==> config.mk <==
export PLATFORM = sky130hd
export DESIGN_NAME = hexapod_tripod_gait_sequencer_unit
export DESIGN_NICKNAME = d
export VERILOG_FILES = /design/src/rtl/htgs_pkg.sv /design/src/rtl/hexapod_tripod_gait_sequencer_unit.sv
export SDC_FILE = /design/constraint.sdc
export NUM_CORES = 1
export LEC_CHECK = 0
export BUFFER_PORTS_ARGS = -buffer_cell sky130_fd_sc_hd__buf_2
export CAP_MARGIN = 20
export CORE_AREA = 2 2 212 214
export CTS_BUF_LIST = sky130_fd_sc_hd__clkbuf_4 sky130_fd_sc_hd__clkbuf_8
export DETAILED_ROUTE_END_ITERATION = 7
export DIE_AREA = 0 0 214 216
export HOLD_SLACK_MARGIN = 0.06
export PLACE_DENSITY = 0.72
export REMOVE_ABC_BUFFERS = 1
export SLEW_MARGIN = 20
export SYNTH_ARGS = -nofsm -noshare
export SYNTH_HDL_FRONTEND = slang
export SYNTH_SLANG_ARGS = --single-unit
==> constraint.sdc <==
create_clock -name clk -period 13.4 [get_ports clk]
set_input_delay 1.34 -clock clk [delete_from_list [all_inputs] [get_ports clk]]
set_output_delay 1.34 -clock clk [all_outputs]
set_load 0.1 [all_outputs]
==> src/rtl/htgs_pkg.sv <==
// ============================================================================
// htgs_pkg - shared types, constants and functions of the tripod gait sequencer
// Holds the rest angles, direction and register codes, the phase counter
// record and the arithmetic used to advance one tripod by one tick.
// ============================================================================
`default_nettype none

package htgs_pkg;

  localparam int NUM_LEGS   = 6;
  localparam int NUM_ANGLES = 12;

  // Angle order: leg1 elevation, leg1 rotation, leg2 elevation, ...
  localparam logic [7:0] REST_ANGLE [NUM_ANGLES] = '{
    8'd60, 8'd100, 8'd50, 8'd75, 8'd50, 8'd80,
    8'd65, 8'd40,  8'd80, 8'd25, 8'd90, 8'd60
  };

  localparam logic [7:0] ANGLE_MAX = 8'd180;

  // Configuration register reset values.
  localparam logic [3:0] LIFT_STEPS_RST  = 4'd10;
  localparam logic [5:0] SWING_STEPS_RST = 6'd30;
  localparam logic [5:0] LOWER_START_RST = 6'd20;
  localparam logic [2:0] LIFT_GAIN_RST   = 3'd2;

  typedef enum logic [2:0] {
    DIR_REST  = 3'd0,
    DIR_FWD   = 3'd1,
    DIR_RIGHT = 3'd2,
    DIR_LEFT  = 3'd3,
    DIR_BACK  = 3'd4
  } dir_t;

  typedef enum logic [2:0] {
    CFG_LIFT_STEPS  = 3'd0,
    CFG_SWING_STEPS = 3'd1,
    CFG_LOWER_START = 3'd2,
    CFG_LIFT_GAIN   = 3'd3
  } cfg_idx_t;

  typedef struct packed {
    logic [5:0] lift;
    logic [5:0] swing;
    logic [5:0] lower;
    logic [5:0] ret;
  } cnt_t;

  // Result of one tripod's phase step: which phases ran, intermediate
  // counter values seen by later phases, and the counters to store.
  typedef struct packed {
    logic       lift_act;
    logic       swing_act;
    logic       lower_act;
    logic       ret_act;
    logic [5:0] lift_v;
    logic [5:0] swing_v;
    cnt_t       nxt;
  } phase_t;

  function automatic phase_t tripod_phase(input cnt_t c, input logic [3:0] lsteps,
                                          input logic [5:0] ssteps,
                                          input logic [5:0] lstart);
    phase_t     p;
    logic [5:0] lower_v;
    logic [5:0] ret_v;
    p.lift_act  = (c.lift <= {2'b00, lsteps});
    p.lift_v    = p.lift_act ? c.lift + 6'd1 : c.lift;
    p.swing_act = (c.swing <= ssteps);
    p.swing_v   = p.swing_act ? c.swing + 6'd1 : c.swing;
    p.lower_act = (p.swing_v > lstart) && (c.lower <= {2'b00, lsteps});
    lower_v     = p.lower_act ? c.lower + 6'd1 : c.lower;
    p.ret_act   = (p.swing_v >= ssteps);
    ret_v       = p.ret_act ? c.ret + 6'd1 : c.ret;
    if (ret_v >= ssteps) begin
      p.nxt = '0;
    end else begin
      p.nxt.lift  = p.lift_v;
      p.nxt.swing = p.swing_v;
      p.nxt.lower = lower_v;
      p.nxt.ret   = ret_v;
    end
    return p;
  endfunction

  function automatic logic [7:0] sat_angle(input logic signed [11:0] v);
    logic [7:0] r;
    if (v < 12'sd0) begin
      r = 8'd0;
    end else if (v > $signed({4'd0, ANGLE_MAX})) begin
      r = ANGLE_MAX;
    end else begin
      r = v[7:0];
    end
    return r;
  endfunction

  // rest + (a - b) * gain, saturated
  function automatic logic [7:0] elev_value(input logic [7:0] rest, input logic [5:0] a,
                                            input logic [5:0] b, input logic [2:0] gain);
    logic signed [11:0] d;
    logic signed [11:0] prod;
    d    = $signed({6'd0, a}) - $signed({6'd0, b});
    prod = d * $signed({9'd0, gain});
    return sat_angle($signed({4'd0, rest}) + prod);
  endfunction

  // rest +/- (a - b), saturated
  function automatic logic [7:0] rot_value(input logic [7:0] rest, input logic neg,
                                           input logic [5:0] a, input logic [5:0] b);
    logic signed [11:0] d;
    d = $signed({6'd0, a}) - $signed({6'd0, b});
    if (neg) begin
      d = -d;
    end
    return sat_angle($signed({4'd0, rest}) + d);
  endfunction

  // Leg numbering from 0; a set bit means the leg sweeps backward.
  function automatic logic leg_negative(input logic [2:0] dir, input int leg);
    logic n;
    unique case (dir)
      DIR_RIGHT: n = (leg < 3);
      DIR_LEFT:  n = (leg >= 3);
      DIR_BACK:  n = 1'b1;
      default:   n = 1'b0;
    endcase
    return n;
  endfunction

endpackage

`default_nettype wire

==> src/rtl/hexapod_tripod_gait_sequencer_unit.sv <==
// ============================================================================
// hexapod_tripod_gait_sequencer_unit - six-leg tripod gait tick sequencer
// Takes one command word per gait tick and returns all twelve servo angles
// after that tick's update.
// ============================================================================
//
//   Channel  Direction  Handshake            Contents
//   in_      input      in_valid / in_stall  link flag, direction code
//   out_     output     out_valid / out_stall twelve 8-bit servo angles
//   cfg_     input      cfg_we               register index, write data
//
// Each word is held in the input register until the phase logic updates the
// angle and counter registers, which drive the result word directly. One word
// per cycle is taken while the result is not stalled.
// A stalled result holds the state and the input register, so one more
// word can wait in the input register behind it.
// Reset puts every angle at its rest value and clears the phase counters
// and the second tripod enable; the registers take their default values.
//
`default_nettype none

module hexapod_tripod_gait_sequencer_unit (
  input  wire logic       clk,
  input  wire logic       rst_n,
  input  wire logic       in_valid,
  output logic            in_stall,
  input  wire logic       in_link_ok,
  input  wire logic [2:0] in_direction,
  output logic            out_valid,
  input  wire logic       out_stall,
  output logic [7:0]      out_leg1_elevation,
  output logic [7:0]      out_leg1_rotation,
  output logic [7:0]      out_leg2_elevation,
  output logic [7:0]      out_leg2_rotation,
  output logic [7:0]      out_leg3_elevation,
  output logic [7:0]      out_leg3_rotation,
  output logic [7:0]      out_leg4_elevation,
  output logic [7:0]      out_leg4_rotation,
  output logic [7:0]      out_leg5_elevation,
  output logic [7:0]      out_leg5_rotation,
  output logic [7:0]      out_leg6_elevation,
  output logic [7:0]      out_leg6_rotation,
  input  wire logic       cfg_we,
  input  wire logic [2:0] cfg_index,
  input  wire logic [5:0] cfg_data
);

  import htgs_pkg::*;

  // Configuration registers.
  logic [3:0] lift_steps_r;
  logic [5:0] swing_steps_r;
  logic [5:0] lower_start_r;
  logic [2:0] lift_gain_r;

  // Input stage.
  logic       in_valid_r;
  logic       link_r;
  logic [2:0] dir_r;

  // Gait state; the angle registers are also the result register.
  cnt_t       cnt_r   [2];
  cnt_t       cnt_nxt [2];
  logic       second_en_r;
  logic       second_en_nxt;
  logic [7:0] angle_r   [NUM_ANGLES];
  logic [7:0] angle_nxt [NUM_ANGLES];
  logic       out_valid_r;

  logic       in_accept;
  logic       fire;
  logic       is_rest;
  logic       is_move;
  logic       en_after_a;
  phase_t     ph [2];

  // The input stage moves on whenever the result slot is free or is being
  // taken this cycle.
  assign fire      = in_valid_r && (!out_valid_r || !out_stall);
  assign in_stall  = in_valid_r && !fire;
  assign in_accept = in_valid && !in_stall;

  assign is_rest = !link_r || (dir_r == DIR_REST);
  assign is_move = link_r && (dir_r == DIR_FWD || dir_r == DIR_RIGHT ||
                              dir_r == DIR_LEFT || dir_r == DIR_BACK);

  // Tripod B joins in the same tick that tripod A first reaches ground return.
  assign ph[0]      = tripod_phase(cnt_r[0], lift_steps_r, swing_steps_r, lower_start_r);
  assign ph[1]      = tripod_phase(cnt_r[1], lift_steps_r, swing_steps_r, lower_start_r);
  assign en_after_a = second_en_r || ph[0].ret_act;

  always_comb begin
    for (int i = 0; i < NUM_ANGLES; i++) begin
      angle_nxt[i] = angle_r[i];
    end
    cnt_nxt[0]    = cnt_r[0];
    cnt_nxt[1]    = cnt_r[1];
    second_en_nxt = second_en_r;

    if (is_rest) begin
      // Walk every servo one degree back toward its rest angle.
      for (int i = 0; i < NUM_ANGLES; i++) begin
        if (angle_r[i] > REST_ANGLE[i]) begin
          angle_nxt[i] = angle_r[i] - 8'd1;
        end else if (angle_r[i] < REST_ANGLE[i]) begin
          angle_nxt[i] = angle_r[i] + 8'd1;
        end
      end
      cnt_nxt[0]    = '0;
      cnt_nxt[1]    = '0;
      second_en_nxt = 1'b0;
    end else if (is_move) begin
      for (int t = 0; t < 2; t++) begin
        if (t == 0 || en_after_a) begin
          cnt_nxt[t] = ph[t].nxt;
          for (int k = 0; k < 3; k++) begin
            // Lowering overrides lifting, ground return overrides swing.
            if (ph[t].lower_act) begin
              angle_nxt[2*(t+2*k)] = elev_value(REST_ANGLE[2*(t+2*k)], ph[t].lift_v,
                                                cnt_r[t].lower, lift_gain_r);
            end else if (ph[t].lift_act) begin
              angle_nxt[2*(t+2*k)] = elev_value(REST_ANGLE[2*(t+2*k)], cnt_r[t].lift,
                                                6'd0, lift_gain_r);
            end
            if (ph[t].ret_act) begin
              angle_nxt[2*(t+2*k)+1] = rot_value(REST_ANGLE[2*(t+2*k)+1],
                                                 leg_negative(dir_r, t+2*k),
                                                 ph[t].swing_v, cnt_r[t].ret);
            end else if (ph[t].swing_act) begin
              angle_nxt[2*(t+2*k)+1] = rot_value(REST_ANGLE[2*(t+2*k)+1],
                                                 leg_negative(dir_r, t+2*k),
                                                 cnt_r[t].swing, 6'd0);
            end
          end
        end
      end
      second_en_nxt = en_after_a;
    end
  end

  always_ff @(posedge clk) begin
    if (!rst_n) begin
      lift_steps_r  <= LIFT_STEPS_RST;
      swing_steps_r <= SWING_STEPS_RST;
      lower_start_r <= LOWER_START_RST;
      lift_gain_r   <= LIFT_GAIN_RST;
    end else if (cfg_we) begin
      unique case (cfg_index)
        CFG_LIFT_STEPS:  lift_steps_r  <= cfg_data[3:0];
        CFG_SWING_STEPS: swing_steps_r <= cfg_data;
        CFG_LOWER_START: lower_start_r <= cfg_data;
        CFG_LIFT_GAIN:   lift_gain_r   <= cfg_data[2:0];
        default: ;
      endcase
    end
  end

  always_ff @(posedge clk) begin
    if (!rst_n) begin
      in_valid_r  <= 1'b0;
      out_valid_r <= 1'b0;
      second_en_r <= 1'b0;
      cnt_r[0]    <= '0;
      cnt_r[1]    <= '0;
      for (int i = 0; i < NUM_ANGLES; i++) begin
        angle_r[i] <= REST_ANGLE[i];
      end
    end else begin
      if (in_accept) begin
        in_valid_r <= 1'b1;
      end else if (fire) begin
        in_valid_r <= 1'b0;
      end
      if (fire) begin
        out_valid_r <= 1'b1;
        second_en_r <= second_en_nxt;
        cnt_r[0]    <= cnt_nxt[0];
        cnt_r[1]    <= cnt_nxt[1];
        for (int i = 0; i < NUM_ANGLES; i++) begin
          angle_r[i] <= angle_nxt[i];
        end
      end else if (out_valid_r && !out_stall) begin
        out_valid_r <= 1'b0;
      end
    end
  end

  always_ff @(posedge clk) begin
    if (in_accept) begin
      link_r <= in_link_ok;
      dir_r  <= in_direction;
    end
  end

  assign out_valid          = out_valid_r;
  assign out_leg1_elevation = angle_r[0];
  assign out_leg1_rotation  = angle_r[1];
  assign out_leg2_elevation = angle_r[2];
  assign out_leg2_rotation  = angle_r[3];
  assign out_leg3_elevation = angle_r[4];
  assign out_leg3_rotation  = angle_r[5];
  assign out_leg4_elevation = angle_r[6];
  assign out_leg4_rotation  = angle_r[7];
  assign out_leg5_elevation = angle_r[8];
  assign out_leg5_rotation  = angle_r[9];
  assign out_leg6_elevation = angle_r[10];
  assign out_leg6_rotation  = angle_r[11];

  // A new result only appears when an input word moved out of the input stage.
  assert property (@(posedge clk) disable iff (!rst_n)
    $rose(out_valid_r) |-> $past(in_valid_r))
    else $error("result word without a pending input word");

  // A rest tick or a lost link always leaves tripod B disabled.
  assert property (@(posedge clk) disable iff (!rst_n)
    (fire && is_rest) |=> !second_en_r)
    else $error("tripod B still enabled after a rest tick");

  // Tripod B never holds a phase count while it is disabled.
  assert property (@(posedge clk) disable iff (!rst_n)
    !second_en_r |-> (cnt_r[1] == '0))
    else $error("tripod B counters moved while disabled");

  // An empty input stage never pushes back.
  assert property (@(posedge clk) disable iff (!rst_n)
    !in_valid_r |-> !in_stall)
    else $error("input stalled with an empty input stage");

  // While a result waits, the gait state holds still.
  assert property (@(posedge clk) disable iff (!rst_n)
    (out_valid_r && out_stall) |=> $stable(second_en_r) && $stable(cnt_r[0]))
    else $error("gait state changed under a stalled result");

endmodule

`default_nettype wire
# Yosys cells after proc, flatten, opt, wreduce, memory -nomap -nowiden
# Memory sizes are Yosys's and may differ from the RTL's.
# Index checks and enable logic that the tools add are counted.
# totals
inputBits	18
word_cells	426
mem_bits_rw	144
n_memories	2
register_bits	26
# op_classes
n_mul	4
muxes	212
order_cmp	84
bitwise	14
reduce_logical	30
addsub	64
n_eq_ne	7
# memory_table
memory	depth	width	rd	rd_ports_with_merged_regs	write_ports	line_no	source
angle_r	12	8	12	0	12	hexapod_tripod_gait_sequencer_unit.sv:66	logic [7:0] angle_r [NUM_ANGLES];
cnt_r	2	24	2	0	2	hexapod_tripod_gait_sequencer_unit.sv:62	cnt_t cnt_r [2];
# ops
op	count
two-way mux 8 bit	108
two-way mux 12 bit	40
greater-than comparator 12 x 9 -> 1 bit (second input constant)	22
< comparator 12 x 1 -> 1 bit (second input constant)	22
two-way mux 96 bit	2
two-way mux 24 bit	5
adder 8 x 1 -> 8 bit (second input constant)	12
two-way mux 48 bit	2
subtractor 8 x 1 -> 8 bit (second input constant)	12
adder 7 x 12 -> 12 bit (first input constant)	7
adder 8 x 12 -> 12 bit (first input constant)	7
adder 6 x 1 -> 6 bit (second input constant)	8
greater-than comparator 8 x 7 -> 1 bit (second input constant)	6
< comparator 8 x 7 -> 1 bit (second input constant)	6
two-way mux 16 bit	3
two-way mux 6 bit	8
two-way mux 1 bit	44
greater-than comparator 8 x 6 -> 1 bit (second input constant)	5
< comparator 8 x 6 -> 1 bit (second input constant)	5
adder 7 x 11 -> 12 bit (first input constant)	3
adder 8 x 11 -> 12 bit (first input constant)	3
subtractor 6 x 6 -> 7 bit	4
adder 6 x 12 -> 12 bit (first input constant)	2
>= comparator 6 bit	4
23 further kinds	75

# Longest topological paths before layout
# Gate-level depths: netlist (run 1).
# logic_depth
ltp_word	24
ltp_mapped	33
mapped_depth_nobuf	31

# Least setup slack after synthesis (run 1)
# No wires, ideal clock.
# synth_timing
path_type	flip-flop to flip-flop
startpoint	mem cnt_r[0][19] in the netlist's numbering
endpoint	mem angle_r[4][4], in the netlist angle_r[1][4] (data pin)
path_slack_ps	6558
n_path_buf	0
setup_ps	270
arrival_time_ps	6572
path_stages_with_launch	29
cell_sequence	edfxtp_1 > ha_1 > nor2b_1 > o21a_1 > o21ai_0 > nand2b_1 > a211oi_1 > mux2_2 > ha_1 > a21o_1 > a21o_1 > xor2_1 > and2_1 > ha_1 > inv_1 > fa_1 > inv_1 > ha_1 > a21o_2 > xor2_2 > inv_2 > ha_1 > nand2_1 > nand2_1 > or4b_2 > a211oi_2 > nor2_1 > o32ai_1 > a221oi_1
# synth_lines
element	line_no
start, declared	hexapod_tripod_gait_sequencer_unit.sv:62
end, declared	hexapod_tripod_gait_sequencer_unit.sv:66

==> impl_metrics.env, run 1 <==
export IMPL_synth_commonest_cells="294 x ha_1, 228 x nand2_1, 219 x inv_1, 216 x a21oi_1, 202 x nor2_1"
export IMPL_cp_common_cell="ha_1"
export IMPL_max_freq_mhz=128.9
export IMPL_numCtsBuffers=17
export IMPL_synth_largest_area_cell="edfxtp_1"
export IMPL_status="complete, no violations"
export IMPL_die_w_um=214
export IMPL_routed_wl_um=71150
export IMPL_dieHeight_um=216
export IMPL_fill_cells=4023
export IMPL_cp_start_kind="flip-flop"
export IMPL_via_per_inst=6.409
export IMPL_cp_slowest_cell="nor2_1"
export IMPL_syn_area_per_cell_um2=8.329
export IMPL_crit_required_ns=13.81
export IMPL_post_place_ws_ns=5.691
export IMPL_gp_congestion=0.9545
export IMPL_drcViolationCount=0
export IMPL_ys_types=130
export IMPL_hold_ws_ns=0.5146
export IMPL_final_layout_size_suffix_gt1_frac=0.09311
export IMPL_synth_cells=2878
export IMPL_portBuffers=115
export IMPL_synth_top_cell_area_share=0.1854
export IMPL_tightestPinTransition_ns=1.281
export IMPL_insertion_delay_ns=0.60
export IMPL_ios=116
export IMPL_slew_headroom=0.1370
export IMPL_grt_usage=0.3051
export IMPL_overflow=0
export IMPL_synth_area_um2=23970
export IMPL_drt_pass1_iter_count=5
export IMPL_finalSetupViolations=0
export IMPL_first_global_vias=21749
export IMPL_synthTopCellsByArea="edfxtp_1 19%, ha_1 15%, xnor2_1 6.8%, a21oi_1 4.5%, nand2_1 3.6%"
export IMPL_crit_path_max_incr_delay_ns=0.66
export IMPL_r2r_end="angle_r[1][19]$_SDFFCE_PN0P_"
export IMPL_hold_path_class="reg2reg"
export IMPL_num_vias=22586
export IMPL_hold_viol=0
export IMPL_routedWlPerCell_um=20.19
export IMPL_synth_most_common_cell="ha_1"
export IMPL_whs_endpoint="second_en_r$_SDFFE_PN0P_"
export IMPL_critPathKind="reg2reg"
export IMPL_skew_ns=0.01861
export IMPL_htree_levels=4
export IMPL_holdPathStages=2
export IMPL_tns_ns=0
export IMPL_start_util=0.5468
export IMPL_cts_tree="yes"
export IMPL_die_area_um2=46220
export IMPL_synth_main_ff_cell="edfxtp_1"
export IMPL_setup_ws_ns=5.640
export IMPL_cts_root_buffer="clkbuf_8"
export IMPL_async_reset_ff_frac=0
export IMPL_dr_first_iter_drc_count=2054
export IMPL_final_period_utilization=0.5791
export IMPL_p_per_area_nw_per_um2=125.8
export IMPL_nNetsFinal=3271
export IMPL_synth_edff_count=148
export IMPL_cts_hold_buf=0
export IMPL_final_antenna_net_count=0
export IMPL_maxCapViolations=0
export IMPL_path_delay_family="compound AO/OA/AOI/OAI gates"
export IMPL_num_rows=77
export IMPL_grt_pass1_wl_um=114100
export IMPL_yosysWarnings=0
export IMPL_p_leak_uw=0.01063
export IMPL_dp_hpwl_um=54000
export IMPL_syn_to_final_growth_pct=5.507
export IMPL_final_max_slew_violation_count=0
export IMPL_fin_crit_ns=7.760
export IMPL_hp_start="second_en_r$_SDFFE_PN0P_"
export IMPL_cts_buffer_depth=2
export IMPL_antenna_found_initial=2
export IMPL_rsz0062_at_grt="false"
export IMPL_crit_buf_inv=3
export IMPL_synth_seq_cells=170
export IMPL_path_clk_slew_ns=0.11
export IMPL_cp_end_kind="flip-flop"
export IMPL_n_antenna_cell=0
export IMPL_critical_path_arrival_ns=8.17
export IMPL_post_cts_buffers=0
export IMPL_grt_max_degree=38
export IMPL_numClockSinks=170
export IMPL_ys_seq_area_frac=0.2038
export IMPL_reg2regPathDepth=27
export IMPL_critPathMaxFanout=13
export IMPL_coreArea_um2=43840
export IMPL_post_cts_resized=0
export IMPL_rr_startpoint="cnt_r[0][43]$_SDFFCE_PP0P_"
export IMPL_peakVddDrop_mv=0.07569
export IMPL_reg2reg_slack_ns=5.64
==> registers in the layout (all words and copies together), names as in the netlist <==
register / cells
angle_r: 96
cnt_r: 48
dir_r: 3
in_valid_r: 1
lift_gain_r: 3
lift_steps_r: 4
link_r: 1
lower_start_r: 6
out_valid: 1
second_en_r: 1
swing_steps_r: 6
==> placed cells by master (no fill, tap or decap), types with 33 or more instances in the layout <==
cell type	count
nand4_1	34
nor3_1	51
o21bai_1	43
inv_1	219
xor2_1	49
a21o_1	50
a21oi_1	216
o21a_1	41
nor2_1	199
a211oi_1	33
buf_2	116
ha_1	294
nand3_1	58
o21ai_0	144
edfxtp_1	148
a31oi_1	46
xnor2_1	185
and2_1	70
nor2b_1	56
fa_1	40
nand2_1	227
==> layout make-up <==
cell class | count | area (um^2) | share of cell area
Inverter | 222 | 833.3 | 0.03295
Multi-Input combinational cell | 2371 | 17700 | 0.6997
Sequential cell | 170 | 4885 | 0.1931
Tap cell | 592 | 740.7 | 0.02929
Clock buffer | 18 | 241.5 | 0.009548
Timing Repair Buffer | 137 | 738.2 | 0.02919
Clock inverter | 14 | 155.1 | 0.006135
==> routing by layer <==
layer,track usage,part of all wire,routed length [um],vias to the layer above
li1,-,-,-,10624
met1,0.4076,0.44,31010,10790
met2,0.4867,0.45,32010,1000
met3,0.05004,0.078,5572,170
met4,0.1347,0.036,2548,2
met5,0,0.00015,11,-
==> where the power goes <==
group | internal (uW) | leakage [uW] | switching, uW
Sequential | 636 | 0.00164 | 63.3
Clock | 157 | 0.000205 | 249
Combinational | 706 | 0.00878 | 1370
==> worst reg2reg max path, stage by stage (launching register included) <==
cell and delay, ns:
edfxtp_1 0.50, ha_1 0.33, nor2b_1 0.14, o21a_1 0.16, o21ai_0 0.16, nand2b_1 0.09, a211oi_1 0.64, mux2i_1 0.42
inv_1 0.08, ha_1 0.28, a21o_1 0.18, a21oi_1 0.21, xnor2_1 0.12, and2_1 0.17, ha_1 0.27, inv_1 0.05
fa_1 0.53, inv_1 0.04, ha_1 0.39, o21ai_1 0.19, nor2_1 0.11, nor2_1 0.66, a21oi_1 0.32, or3_1 0.39
nor4_1 0.18, o21ai_1 0.21, or4b_1 0.51, a221oi_1 0.26
==> stage by stage <==
step	power, uW	util	area [um^2]	cells
2_1_floorplan	2290	-	23380	2763
3_3_place_gp	2690	0.5677	24880	3491
3_5_place_dp	2735	0.5678	24890	3492
4_1_cts	3146	0.5768	25290	3524
5_1_grt	3392	0.5769	25290	3524
6_report	3181	0.5769	25290	3524
==> logic make-up after synthesis <==
| group | Yosys count | share of synthesized area |
|---|---|---|
| buffers and inverters | 337 | 0.05956 |
| and+or+nand+nor | 886 | 0.1900 |
| DFF | 170 | 0.2038 |
| AOI/OAI and AO/OA | 870 | 0.2486 |
| adders and majority gates | 334 | 0.1869 |
| muxes | 31 | 0.01336 |
| xor gates and xnor gates | 250 | 0.09782 |
==> worst max-delay path by stage <==
stage | start | endpoint | depth (start not counted) | slack, ns
finish | cnt_r[0][43]$_SDFFCE_PP0P_ | angle_r[1][19]$_SDFFCE_PN0P_ | 27 | 5.64
global route | cnt_r[0][43]$_SDFFCE_PP0P_ | angle_r[1][19]$_SDFFCE_PN0P_ | 27 | 4.98
CTS | cnt_r[0][43]$_SDFFCE_PP0P_ | angle_r[1][19]$_SDFFCE_PN0P_ | 29 | 5.65
detailed placement | cnt_r[0][43]$_SDFFCE_PP0P_ | angle_r[1][19]$_SDFFCE_PN0P_ | 29 | 5.69
global placement | cnt_r[0][43]$_SDFFCE_PP0P_ | angle_r[1][19]$_SDFFCE_PN0P_ | 29 | 6.03
floorplan | cnt_r[0][19]$_SDFFCE_PP0P_ | angle_r[1][4]$_SDFFCE_PN1P_ | 28 | 6.51
Note: power is estimated with default switching activity, not from simulation.
==> run 2, diff against run 1 <==
==> constraint.sdc (replaced) <==
create_clock -name clk -period 7.9 [get_ports clk]
set_input_delay 0.79 -clock clk [delete_from_list [all_inputs] [get_ports clk]]
set_output_delay 0.79 -clock clk [all_outputs]
set_load 0.1 [all_outputs]
==> impl_metrics.env, run 2 (same netlist as run 1, synthesis figures left out) <==
export IMPL_grt_usage=0.3044
export IMPL_r2r_end="angle_r[1][19]$_SDFFCE_PN0P_"
export IMPL_critPathKind="reg2reg"
export IMPL_crit_required_ns=8.31
export IMPL_finalSetupViolations=0
export IMPL_drt_pass1_iter_count=6
export IMPL_startpoint="cnt_r[0][43]$_SDFFCE_PP0P_"
export IMPL_final_max_slew_violation_count=0
export IMPL_numCtsBuffers=17
export IMPL_path_clk_slew_ns=0.11
export IMPL_hold_path_class="in2reg"
export IMPL_dp_cells=3500
export IMPL_rsz0062_at_grt="false"
export IMPL_post_cts_resized=0
export IMPL_syn_to_final_growth_pct=5.961
export IMPL_dieHeight_um=216
export IMPL_coreArea_um2=43840
export IMPL_tns_ns=0
export IMPL_htree_levels=4
export IMPL_num_rows=77
export IMPL_final_antenna_net_count=0
export IMPL_n_antenna_cell=0
export IMPL_cts_hold_buf=0
export IMPL_cp_endpoint="angle_r[1][19]$_SDFFCE_PN0P_"
export IMPL_p_leak_uw=0.01068
export IMPL_final_common_cell="ha_1"
export IMPL_power_uw=5434
export IMPL_nNetsFinal=3280
export IMPL_first_global_vias=21734
export IMPL_cts_root_buffer="clkbuf_8"
export IMPL_layout_common_cells="294 x ha_1, 227 x nand2_1, 219 x inv_1"
export IMPL_ios=116
export IMPL_cts_tree="yes"
export IMPL_routed_wl_um=70710
export IMPL_fill_cells=4001
export IMPL_dp_hpwl_um=53880
export IMPL_routedWlPerCell_um=20.01
export IMPL_maxCapViolations=0
export IMPL_grt_pass1_wl_um=114200
export IMPL_dr_first_iter_drc_count=1820
export IMPL_regMostFlops="angle_r"
export IMPL_drcViolationCount=0
export IMPL_grt_max_degree=38
export IMPL_reg2regPathDepth=27
export IMPL_critPathMaxFanout=10
export IMPL_cts_buffer_depth=2
export IMPL_final_layout_size_suffix_gt1_frac=0.09623
export IMPL_start_util=0.5468
export IMPL_portBuffers=115
export IMPL_p_per_area_nw_per_um2=213.9
export IMPL_status="complete, no violations"
export IMPL_reg2reg_slack_ns=0.62
export IMPL_skew_ns=0.02256
export IMPL_via_per_inst=6.370
export IMPL_final_cells=3533
export IMPL_die_area_um2=46220
export IMPL_reg_top3="angle_r: 96 flops, cnt_r: 48 flops"
export IMPL_fin_crit_ns=7.279
export IMPL_hold_ws_ns=0.3604
export IMPL_post_cts_buffers=0
export IMPL_insertion_delay_ns=0.60
export IMPL_antenna_found_initial=2
export IMPL_overflow=0
export IMPL_max_freq_mhz=137.4
export IMPL_tightestPinTransition_ns=1.205
export IMPL_cp_start_kind="flip-flop"
export IMPL_hold_viol=0
export IMPL_slew_headroom=0.1885
export IMPL_critical_path_arrival_ns=7.69
export IMPL_largest_reg_flops=96
export IMPL_gp_congestion=0.9790
export IMPL_die_w_um=214
export IMPL_num_vias=22504
export IMPL_peakVddDrop_mv=0.1420
export IMPL_rr_startpoint="cnt_r[0][43]$_SDFFCE_PP0P_"
export IMPL_final_period_utilization=0.9214
export IMPL_cp_end_kind="flip-flop"
export IMPL_numClockSinks=170
## run 2: changes by cell type in the layout (fill, tap and decap cells not counted), sizes merged
cell | before | now
buf | 137 | 145
inv | 228 | 231
clkinv | 7 | 4
clkinvlp | 0 | 1
## run 2: layout make-up
class                      count  area (um^2)  share of cell area
clock buffer                  17        234.0            0.009212
clock inverter                15        193.9            0.007635
inverter                     222        833.3             0.03281
multi-input combinational   2371        17710              0.6971
sequential                   170         4885              0.1923
tap                          592        740.7             0.02916
timing repair buffer         146        805.8             0.03172
## run 2: per-stage QoR
| stage | utilization | instance area [um^2] | worst slack [ns] |
|---|---|---|---|
| final | 0.5794 | 25400 | 0.6207 |
| after global routing | 0.5794 | 25400 | 0.03207 |
| after CTS | 0.5789 | 25380 | 0.4313 |
| after detailed placement | 0.5691 | 24950 | 0.4851 |
| after global placement | 0.5690 | 24940 | 0.8079 |
| after floorplan | - | 23380 | 1.012 |
## run 2: power by group
group,switching [uW],internal (uW),total [uW],leakage [uW]
registers,103,1080,1180,0.00164
logic,2320,1210,3530,0.00883
clock network,447,274,721,0.000213
total,2870,2570,5430,0.0107
## run 2: worst max-delay path, cell delays in order, from the launching register on
cell	delay [ns]
edfxtp_1	0.51
ha_1	0.33
nor2b_1	0.13
o21a_1	0.16
o21ai_0	0.15
nand2b_1	0.09
a211oi_2	0.42
mux2i_1	0.41
inv_1	0.09
ha_1	0.28
a21o_1	0.18
a21oi_1	0.23
xnor2_1	0.12
and2_1	0.17
ha_1	0.28
inv_1	0.05
fa_1	0.52
inv_1	0.04
ha_1	0.39
o21ai_1	0.21
o21bai_1	0.11
a21oi_1	0.25
xor2_1	0.61
o21ai_0	0.23
a21boi_1	0.17
o21ai_1	0.15
or4b_1	0.50
a221oi_1	0.29
## run 2: worst min-delay path by stage
| stage | cells past startpoint | slack (ns) | endpoint | startpoint |
|---|---|---|---|---|
| final | 1 | 0.36 | dir_r[1]$_DFFE_PP_ | in_direction[1] |
| after global routing | 1 | 0.33 | link_r$_DFFE_PP_ | in_link_ok |
| after CTS | 1 | 0.33 | link_r$_DFFE_PP_ | in_link_ok |
| after detailed placement | 2 | 0.50 | second_en_r$_SDFFE_PN0P_ | second_en_r$_SDFFE_PN0P_ |
| after global placement | 2 | 0.48 | second_en_r$_SDFFE_PN0P_ | second_en_r$_SDFFE_PN0P_ |
| after floorplan | 2 | 0.45 | second_en_r$_SDFFE_PN0P_ | second_en_r$_SDFFE_PN0P_ |
## run 2: per-layer routing
| layer | global-route usage | wire length (um) | vias to the layer above |
|---|---|---|---|
| met3 | 0.05328 | 4929 | 141 |
| met5 | 0 | 11 | - |
| li1 | - | - | 10654 |
| met1 | 0.4067 | 31330 | 10859 |
| met2 | 0.4943 | 32230 | 848 |
| met4 | 0.1093 | 2216 | 2 |
